`src/rtl/adpcm_nibble_decoder_defines.svh`:
```
// ============================================================================
// adpcm_nibble_decoder_defines.svh
// Assertion macros used by the ADPCM nibble decoder RTL.
// ============================================================================
`ifndef ADPCM_NIBBLE_DECODER_DEFINES_SVH
`define ADPCM_NIBBLE_DECODER_DEFINES_SVH

// Same-cycle implication, checked outside reset
`define ADN_ASSERT_NOW(lbl, clk, rst_n, ante, cons, msg) \
    lbl: assert property (@(posedge clk) disable iff (!(rst_n)) (ante) |-> (cons)) \
        else $error(msg);

// Next-cycle implication, checked outside reset
`define ADN_ASSERT_NEXT(lbl, clk, rst_n, ante, cons, msg) \
    lbl: assert property (@(posedge clk) disable iff (!(rst_n)) (ante) |=> (cons)) \
        else $error(msg);

`endif

```
`src/rtl/adn_pkg.sv`:
```
// ============================================================================
// adn_pkg
// Types, constants and the step-size table of the ADPCM nibble decoder.
// ============================================================================
package adn_pkg;

    localparam int PRED_W  = 12;
    localparam int STEP_W  = 6;
    localparam int CODE_W  = 4;
    localparam int SIZE_W  = 11;   // largest step size is 1552
    localparam int SUM_W   = PRED_W + 2;

    localparam logic [STEP_W-1:0] STEP_MAX = STEP_W'(48);
    localparam logic signed [SUM_W-1:0] PRED_MAX = SUM_W'(2047);
    localparam logic signed [SUM_W-1:0] PRED_MIN = -SUM_W'(2048);

    // Input item kinds (tuser)
    localparam logic ACT_LATCH = 1'b0;
    localparam logic ACT_TICK  = 1'b1;

    // Decoder state carried between the register file and the step unit
    typedef struct packed {
        logic signed [PRED_W-1:0] pred;
        logic [STEP_W-1:0]        step;
    } t_dec_state;

    // Step size, floor(16 * 1.1^idx); indexes past the top read the last entry
    function automatic logic [SIZE_W-1:0] step_size(input logic [STEP_W-1:0] idx);
        logic [SIZE_W-1:0] s;
        case (idx)
            6'd0:  s = 11'd16;   6'd1:  s = 11'd17;   6'd2:  s = 11'd19;
            6'd3:  s = 11'd21;   6'd4:  s = 11'd23;   6'd5:  s = 11'd25;
            6'd6:  s = 11'd28;   6'd7:  s = 11'd31;   6'd8:  s = 11'd34;
            6'd9:  s = 11'd37;   6'd10: s = 11'd41;   6'd11: s = 11'd45;
            6'd12: s = 11'd50;   6'd13: s = 11'd55;   6'd14: s = 11'd60;
            6'd15: s = 11'd66;   6'd16: s = 11'd73;   6'd17: s = 11'd80;
            6'd18: s = 11'd88;   6'd19: s = 11'd97;   6'd20: s = 11'd107;
            6'd21: s = 11'd118;  6'd22: s = 11'd130;  6'd23: s = 11'd143;
            6'd24: s = 11'd157;  6'd25: s = 11'd173;  6'd26: s = 11'd190;
            6'd27: s = 11'd209;  6'd28: s = 11'd230;  6'd29: s = 11'd253;
            6'd30: s = 11'd279;  6'd31: s = 11'd307;  6'd32: s = 11'd337;
            6'd33: s = 11'd371;  6'd34: s = 11'd408;  6'd35: s = 11'd449;
            6'd36: s = 11'd494;  6'd37: s = 11'd544;  6'd38: s = 11'd598;
            6'd39: s = 11'd658;  6'd40: s = 11'd724;  6'd41: s = 11'd796;
            6'd42: s = 11'd876;  6'd43: s = 11'd963;  6'd44: s = 11'd1060;
            6'd45: s = 11'd1166; 6'd46: s = 11'd1282; 6'd47: s = 11'd1411;
            default: s = 11'd1552;
        endcase
        return s;
    endfunction

    // Step index adjustment from the low three code bits
    function automatic logic signed [4:0] index_move(input logic [2:0] mag_bits);
        logic signed [4:0] m;
        case (mag_bits)
            3'd4:    m = 5'sd2;
            3'd5:    m = 5'sd4;
            3'd6:    m = 5'sd6;
            3'd7:    m = 5'sd8;
            default: m = -5'sd1;
        endcase
        return m;
    endfunction

endpackage

```
`src/rtl/adn_step_unit.sv`:
```
// ============================================================================
// adn_step_unit
// One decode step: table lookup, predictor add with clamp, step index update.
// ============================================================================
module adn_step_unit
    import adn_pkg::*;
(
    input  t_dec_state         i_cur,
    input  logic [CODE_W-1:0]  i_code,
    output t_dec_state         o_nxt
);

    logic [SIZE_W-1:0]        s;
    logic [PRED_W-1:0]        mag;
    logic signed [SUM_W-1:0]  sum;
    logic signed [STEP_W:0]   idx;
    logic signed [PRED_W-1:0] pred_nxt;
    logic [STEP_W-1:0]        step_nxt;

    // Difference magnitude from the shifted step size
    always_comb begin
        s   = step_size(i_cur.step);
        mag = PRED_W'(s >> 3);
        if (i_code[2]) begin
            mag = mag + PRED_W'(s);
        end
        if (i_code[1]) begin
            mag = mag + PRED_W'(s >> 1);
        end
        if (i_code[0]) begin
            mag = mag + PRED_W'(s >> 2);
        end
    end

    // Predictor add and clamp to 12 bits
    always_comb begin
        if (i_code[3]) begin
            sum = SUM_W'(i_cur.pred) - $signed({2'b00, mag});
        end else begin
            sum = SUM_W'(i_cur.pred) + $signed({2'b00, mag});
        end
        if (sum > PRED_MAX) begin
            pred_nxt = PRED_MAX[PRED_W-1:0];
        end else if (sum < PRED_MIN) begin
            pred_nxt = PRED_MIN[PRED_W-1:0];
        end else begin
            pred_nxt = sum[PRED_W-1:0];
        end
    end

    // Step index move and clamp to 0..48
    always_comb begin
        idx = $signed({1'b0, i_cur.step}) + (STEP_W+1)'(index_move(i_code[2:0]));
        if (idx < 0) begin
            step_nxt = '0;
        end else if (idx > $signed({1'b0, STEP_MAX})) begin
            step_nxt = STEP_MAX;
        end else begin
            step_nxt = idx[STEP_W-1:0];
        end
    end

    assign o_nxt = '{pred: pred_nxt, step: step_nxt};

endmodule

```
`src/rtl/adpcm_nibble_decoder.sv`:
```
// ============================================================================
// adpcm_nibble_decoder
// OKI-style 4-bit ADPCM decoder with a streaming input and output.
// ============================================================================
// Usage:
//   Slave channel: one transaction per item. tuser is the kind (0 = latch the
//   code nibble, 1 = decode tick); tdata carries the code and the reset pin.
//   Master channel: one transaction per input item, carrying the predictor
//   as it stands after that item (12-bit two's complement in tdata[11:0]).
//   Configuration: i_cfg_wr_en writes four_bit_mode from i_cfg_wr_data; the
//   mode is applied when a code is latched, so write it only while idle.
// Pipeline and throughput:
//   An input item passes the input register, then the result register. One item
//   per cycle sustained while the master accepts; the decoder state loop is
//   step-size lookup, predictor add and clamp, and step index update in adn_step_unit.
// Reset:
//   Synchronous, active low. Clears predictor, step index, latched code, mode
//   and both valid flags.
// Stalls:
//   With the result register full and the master stalled, one more item waits
//   in the input register; then s_axis_tready drops until the result is taken.
// ============================================================================
`include "adpcm_nibble_decoder_defines.svh"

module adpcm_nibble_decoder
    import adn_pkg::*;
(
    input  logic        i_clk,
    input  logic        i_rst_n,
    // configuration
    input  logic        i_cfg_wr_en,
    input  logic        i_cfg_wr_data,
    // input stream
    input  logic        s_axis_tvalid,
    output logic        s_axis_tready,
    input  logic [7:0]  s_axis_tdata,   // [3:0] code_nibble, [4] hold_reset, [7:5] zero
    input  logic [0:0]  s_axis_tuser,   // [0] action
    // output stream
    output logic        m_axis_tvalid,
    input  logic        m_axis_tready,
    output logic [15:0] m_axis_tdata    // [11:0] pcm_sample, [15:12] sign fill zero
);

    logic                     r_mode;
    logic                     r_in_valid;
    logic                     r_in_action;
    logic                     r_in_hold;
    logic [CODE_W-1:0]        r_in_code;
    logic                     r_out_valid;
    logic signed [PRED_W-1:0] r_out_pcm;
    t_dec_state               r_state;
    t_dec_state               n_state;
    logic [CODE_W-1:0]        r_code;
    logic [CODE_W-1:0]        n_code;
    t_dec_state               step_nxt;
    logic                     out_free;
    logic                     advance;
    logic                     in_take;

    // Handshake: input register refills whenever its item moves on
    assign out_free      = !r_out_valid || m_axis_tready;
    assign advance       = r_in_valid && out_free;
    assign s_axis_tready = !r_in_valid || out_free;
    assign in_take       = s_axis_tvalid && s_axis_tready;

    // Configuration register
    always_ff @(posedge i_clk) begin
        if (!i_rst_n) begin
            r_mode <= 1'b0;
        end else if (i_cfg_wr_en) begin
            r_mode <= i_cfg_wr_data;
        end
    end

    // Input register
    always_ff @(posedge i_clk) begin
        if (!i_rst_n) begin
            r_in_valid <= 1'b0;
        end else if (s_axis_tready) begin
            r_in_valid <= s_axis_tvalid;
        end
    end

    always_ff @(posedge i_clk) begin
        if (in_take) begin
            r_in_action <= s_axis_tuser[0];
            r_in_code   <= s_axis_tdata[3:0];
            r_in_hold   <= s_axis_tdata[4];
        end
    end

    adn_step_unit u_step (
        .i_cur  (r_state),
        .i_code (r_code),
        .o_nxt  (step_nxt)
    );

    // Next decoder state for the item in the input register
    always_comb begin
        n_state = r_state;
        n_code  = r_code;
        if (r_in_action == ACT_LATCH) begin
            n_code = r_mode ? r_in_code : {r_in_code[2:0], 1'b0};
        end else if (r_in_hold) begin
            n_state = '0;
        end else begin
            n_state = step_nxt;
        end
    end

    // Decoder state
    always_ff @(posedge i_clk) begin
        if (!i_rst_n) begin
            r_state <= '0;
            r_code  <= '0;
        end else if (advance) begin
            r_state <= n_state;
            r_code  <= n_code;
        end
    end

    // Result register
    always_ff @(posedge i_clk) begin
        if (!i_rst_n) begin
            r_out_valid <= 1'b0;
        end else if (out_free) begin
            r_out_valid <= r_in_valid;
        end
    end

    always_ff @(posedge i_clk) begin
        if (advance) begin
            r_out_pcm <= n_state.pred;
        end
    end

    assign m_axis_tvalid = r_out_valid;
    assign m_axis_tdata  = {4'b0000, r_out_pcm};

    // Checks
    `ADN_ASSERT_NOW(a_step_range, i_clk, i_rst_n, 1'b1, r_state.step <= STEP_MAX, "step index out of range")
    `ADN_ASSERT_NOW(a_out_matches_pred, i_clk, i_rst_n, r_out_valid, r_out_pcm == r_state.pred, "result differs from predictor")
    `ADN_ASSERT_NEXT(a_hold_clears, i_clk, i_rst_n, advance && r_in_action == ACT_TICK && r_in_hold, r_state.pred == '0 && r_state.step == '0, "hold tick did not clear state")
    `ADN_ASSERT_NOW(a_stall_only_full, i_clk, i_rst_n, !s_axis_tready, r_in_valid && r_out_valid, "input stalled with free stage")

endmodule
```
`config.mk`:
```
export PLATFORM = sky130hd
export DESIGN_NAME = adpcm_nibble_decoder
export DESIGN_NICKNAME = d
export VERILOG_FILES = /design/src/rtl/adn_pkg.sv /design/src/rtl/adn_step_unit.sv /design/src/rtl/adpcm_nibble_decoder.sv
export VERILOG_INCLUDE_DIRS = /design/src /design/src/rtl
export SDC_FILE = /design/constraint.sdc
export NUM_CORES = 1
export LEC_CHECK = 0
export ABC_AREA = 1
export BUFFER_PORTS_ARGS = -buffer_cell sky130_fd_sc_hd__buf_2
export CAP_MARGIN = 20
export CORE_MARGIN = 4
export CORE_UTILIZATION = 45
export DETAILED_ROUTE_END_ITERATION = 8
export MAX_ROUTING_LAYER = met4
export PLACE_DENSITY = 0.67
export SLEW_MARGIN = 25
export SYNTH_ARGS = -nofsm -noshare
export SYNTH_HDL_FRONTEND = slang
export SYNTH_SLANG_ARGS = --single-unit
```
`constraint.sdc`:
```
create_clock -name i_clk -period 11.8 [get_ports i_clk]
set_clock_uncertainty 0.2 [all_clocks]
set_input_delay 1.18 -clock i_clk [delete_from_list [all_inputs] [get_ports i_clk]]
set_output_delay 1.18 -clock i_clk [all_outputs]
set_load 0.02 [all_outputs]
```
==> results.py <==
metrics = {
    "outcome": {
        "outcome": "finished, final reports clean",
    },
    "sta": {
        "hold_ws_ns": 0.2929,
        "finalSetupTns_ns": 0,
        "maxSlewHeadroom_pct": 41.61,
        "rsz0062_at_grt": "false",
        "maxSlewViolCount": 0,
        "hold_viol_final": 0,
        "setup_viol": 0,
        "finalCriticalPeriod_ns": 6.982,
        "max_freq_mhz": 143.2,
        "finalCritPeriodShare_pct": 59.17,
        "tightest_slew_ns": 0.8749,
    },
    "placed_design": {
        "routabilityCongestion": 0.8999,
        "dp_cells": 1107,
        "port_buffers": 25,
        "dpl.hpwl_mm": 10.94,
    },
    "logic_synthesis": {
        "netlist_instances": 930,
        "ys_seq_area_share_pct": 21.38,
        "synthMuxAreaShare_pct": 0,
        "yosysWarnings": 0,
        "yosys.area_share.adder_pct": 13.15,
        "synth.cell_area_um2": 5899,
        "synth-compound-area-share_pct": 11.35,
        "ys_top_cells_by_count": "283 x nand2_1, 135 x inv_1, 111 x nand3_1",
        "synth_top_family_by_area": "simple AND/OR/NAND/NOR gates",
        "synth-simple-area-share_pct": 37.41,
        "synth_edf_count": 18,
        "ys_seq_elements": 54,
        "synth_ff_type": "dfxtp_1",
        "synth.area.top_cells": "nand2_1 18%, dfxtp_1 12%, ha_1 11%",
        "synth_top_area_share_pct": 18.01,
        "synth_xor_area_share_pct": 5.345,
        "avgSynthCellArea_um2": 6.343,
        "yosysTopAreaCell": "nand2_1",
        "async_flop_share_pct": 0,
        "synth.most_common_cell": "nand2_1",
        "synth_cell_types": 44,
    },
    "pwr": {
        "p_clk_share_pct": 32.4,
        "p_int_mw": 0.3589,
        "power.leakage_nw": 3.388,
        "pwr_density_cell_nw_per_um2": 84.78,
        "power.switching_mw": 0.1745,
        "peakVddDrop_uv": 78.24,
        "switching_share_pct": 32.71,
        "p_comb_share_pct": 28.5,
        "power_frac_seq_pct": 39.1,
    },
    "global_route": {
        "grtUsageMet2_pct": 30.57,
        "antenna_found_initial": 0,
        "grtUsageTotal_pct": 20.17,
        "grtUsageMet1_pct": 28.38,
        "overflow": 0,
        "grt_start_max_net_pins": 26,
        "first_global_vias": 5213,
        "gr-max-usage-layer": "met2",
        "use_met3_pct": 3.088,
        "grt_pass1_wl_mm": 24.31,
    },
    "floorplan": {
        "fp-row-count": 41,
        "dieWidth_um": 122.5,
        "dieArea_um2": 15010,
        "io_pins": 33,
        "start_util_pct": 46.37,
        "die_h_um": 122.5,
        "core-area_um2": 12720,
    },
    "critical_path": {
        "startpoint_type": "flip-flop",
        "cp_slowest_stage_delay_ns": 0.45,
        "crit_fanout": 11,
        "r2r-start": "u_step.s[3]",
        "worstSetupPathType": "reg -> reg",
        "cp.arrival_ns": 6.84,
        "cp.buffers_inverters": 4,
        "critical-path-slowest-cell": "dfxtp_1",
        "critPathLaunch": "u_step.s[3]",
        "crit_top_cell": "nand2_1",
        "required_ns": 11.66,
        "crit_family": "simple AND/OR/NAND/NOR gates",
        "cp-end-kind": "flip-flop",
    },
    "clock_network": {
        "cts_max_level": 2,
        "cts_buffers": 5,
        "cts_tree": "built",
        "cts_resized": 0,
        "insertion_delay_ns": 0.30,
        "cts_num_sinks": 54,
        "cts_buffer_depth": 2,
        "path_clk_slew_ns": 0.07,
        "root_buffer": "clkbuf_16",
        "post-cts-setup-buffers": 0,
        "postCtsHoldBufs": 0,
    },
    "routing": {
        "post-route-drc-count": 0,
        "vias": 5670,
        "firstDrtPassIters": 5,
        "vias_per_cell": 5.085,
        "final_antenna_net_count": 0,
        "drtIter0Drc": 280,
        "routed_wirelength_mm": 13.57,
        "wl_per_cell_um": 12.17,
    },
    "layout": {
        "drive_gt1_share_pct": 7.105,
        "nNetsFinal": 1016,
        "nFillCells": 1384,
        "multi_input_area_um2": 3985,
        "area_growth_pct": 6.660,
        "seq_area_um2": 1261,
        "stdcell_count": 1115,
        "num_antenna_cells": 0,
    },
    "flow_run": {
        "max_cap_violations": 0,
    },
    "hold_path": {
        "hold_path.class": "reg -> reg",
        "hold_start": "r_state[13]",
    },
}
cell families (layout without fill, tap and decap cells):
kind of cell    Yosys count  after routing
fa+ha+maj                59             59
flops                    54             54
compound gates          111            111
xor+xnor                 36             36
buf+inv                 165            175
other cells               1              4
simple gates            504            504
final cells by class:
class	instances	share of cell area, %
clock inverter	3	0.7556
multi-input combinational	714	63.33
clock buffer	5	1.988
sequential	54	20.04
inverter	142	8.471
tap	172	3.420
timing repair buffer	25	1.988
flip-flops by register name, summed over array words and instances, names as in the netlist:
| name | flops |
|---|---|
| m_axis_tvalid | 1 |
| r_code | 4 |
| r_in_action | 1 |
| r_in_code | 4 |
| r_in_hold | 1 |
| r_in_valid | 1 |
| r_mode | 1 |
| r_out_pcm | 12 |
| r_state | 18 |
| u_step.s | 11 |
routing by layer:
metal	wire length [um]	up-vias
met1	6913	2521
met3	560	10
met4	172	0
met5	0	-
met2	5926	107
li1	-	3032
tightest hold or removal path, stage by stage (launching register included):
cell     delay (ns)
dfxtp_1        0.33
nand2_1        0.07
a21oi_1        0.05
path summary, 6_finish.rpt:
path / endpoint / cells past startpoint / slack [ns]
worst max-delay path: r_out_pcm[1] / 43 / 4.82
worst min-delay path: r_state[13] / 2 / 0.29
worst min register to register: r_state[13] / 2 / 0.29
worst max register to register: r_out_pcm[1] / 43 / 4.82
power by group through the flow:
stage	combinational (mW)	clock, mW	sequential [mW]
3_5_place_dp	0.151	0	0.213
5_1_grt	0.175	0.187	0.210
4_1_cts	0.152	0.177	0.209
2_1_floorplan	0.126	0	0.213
6_report	0.152	0.173	0.209
3_3_place_gp	0.150	0	0.212
layout by cell type, fill, tap and decap left out, drive strengths merged, types with 5 or more instances in the layout:
cell	synthesis	layout
and2	6	6
xnor2	16	16
nor2	52	52
a22o	10	10
clkbuf	7	5
inv	137	139
a211oi	7	7
nor3	6	6
ha	54	54
edfxtp	18	18
xor2	20	20
dfxtp	36	36
fa	5	5
nand4	13	13
o21ai	28	28
a21oi	46	46
nand2	300	300
nand3	115	115
or2	5	5
buf	16	25
clkinv	5	5
nand3b	7	7
per-stage QoR:
| stage | setup WS (ns) | total power, mW | instance area (um^2) | util, % |
|---|---|---|---|---|
| 6_report | 4.818 | 0.5334 | 6292 | 49.46 |
| 2_1_floorplan | 5.787 | 0.3396 | 5911 | - |
| 3_3_place_gp | 4.855 | 0.3624 | 6117 | 48.08 |
| 4_1_cts | 4.819 | 0.5372 | 6292 | 49.46 |
| 5_1_grt | 4.017 | 0.5719 | 6292 | 49.46 |
| 3_5_place_dp | 4.838 | 0.3639 | 6120 | 48.10 |
Note: power is estimated with default switching activity, not from simulation.
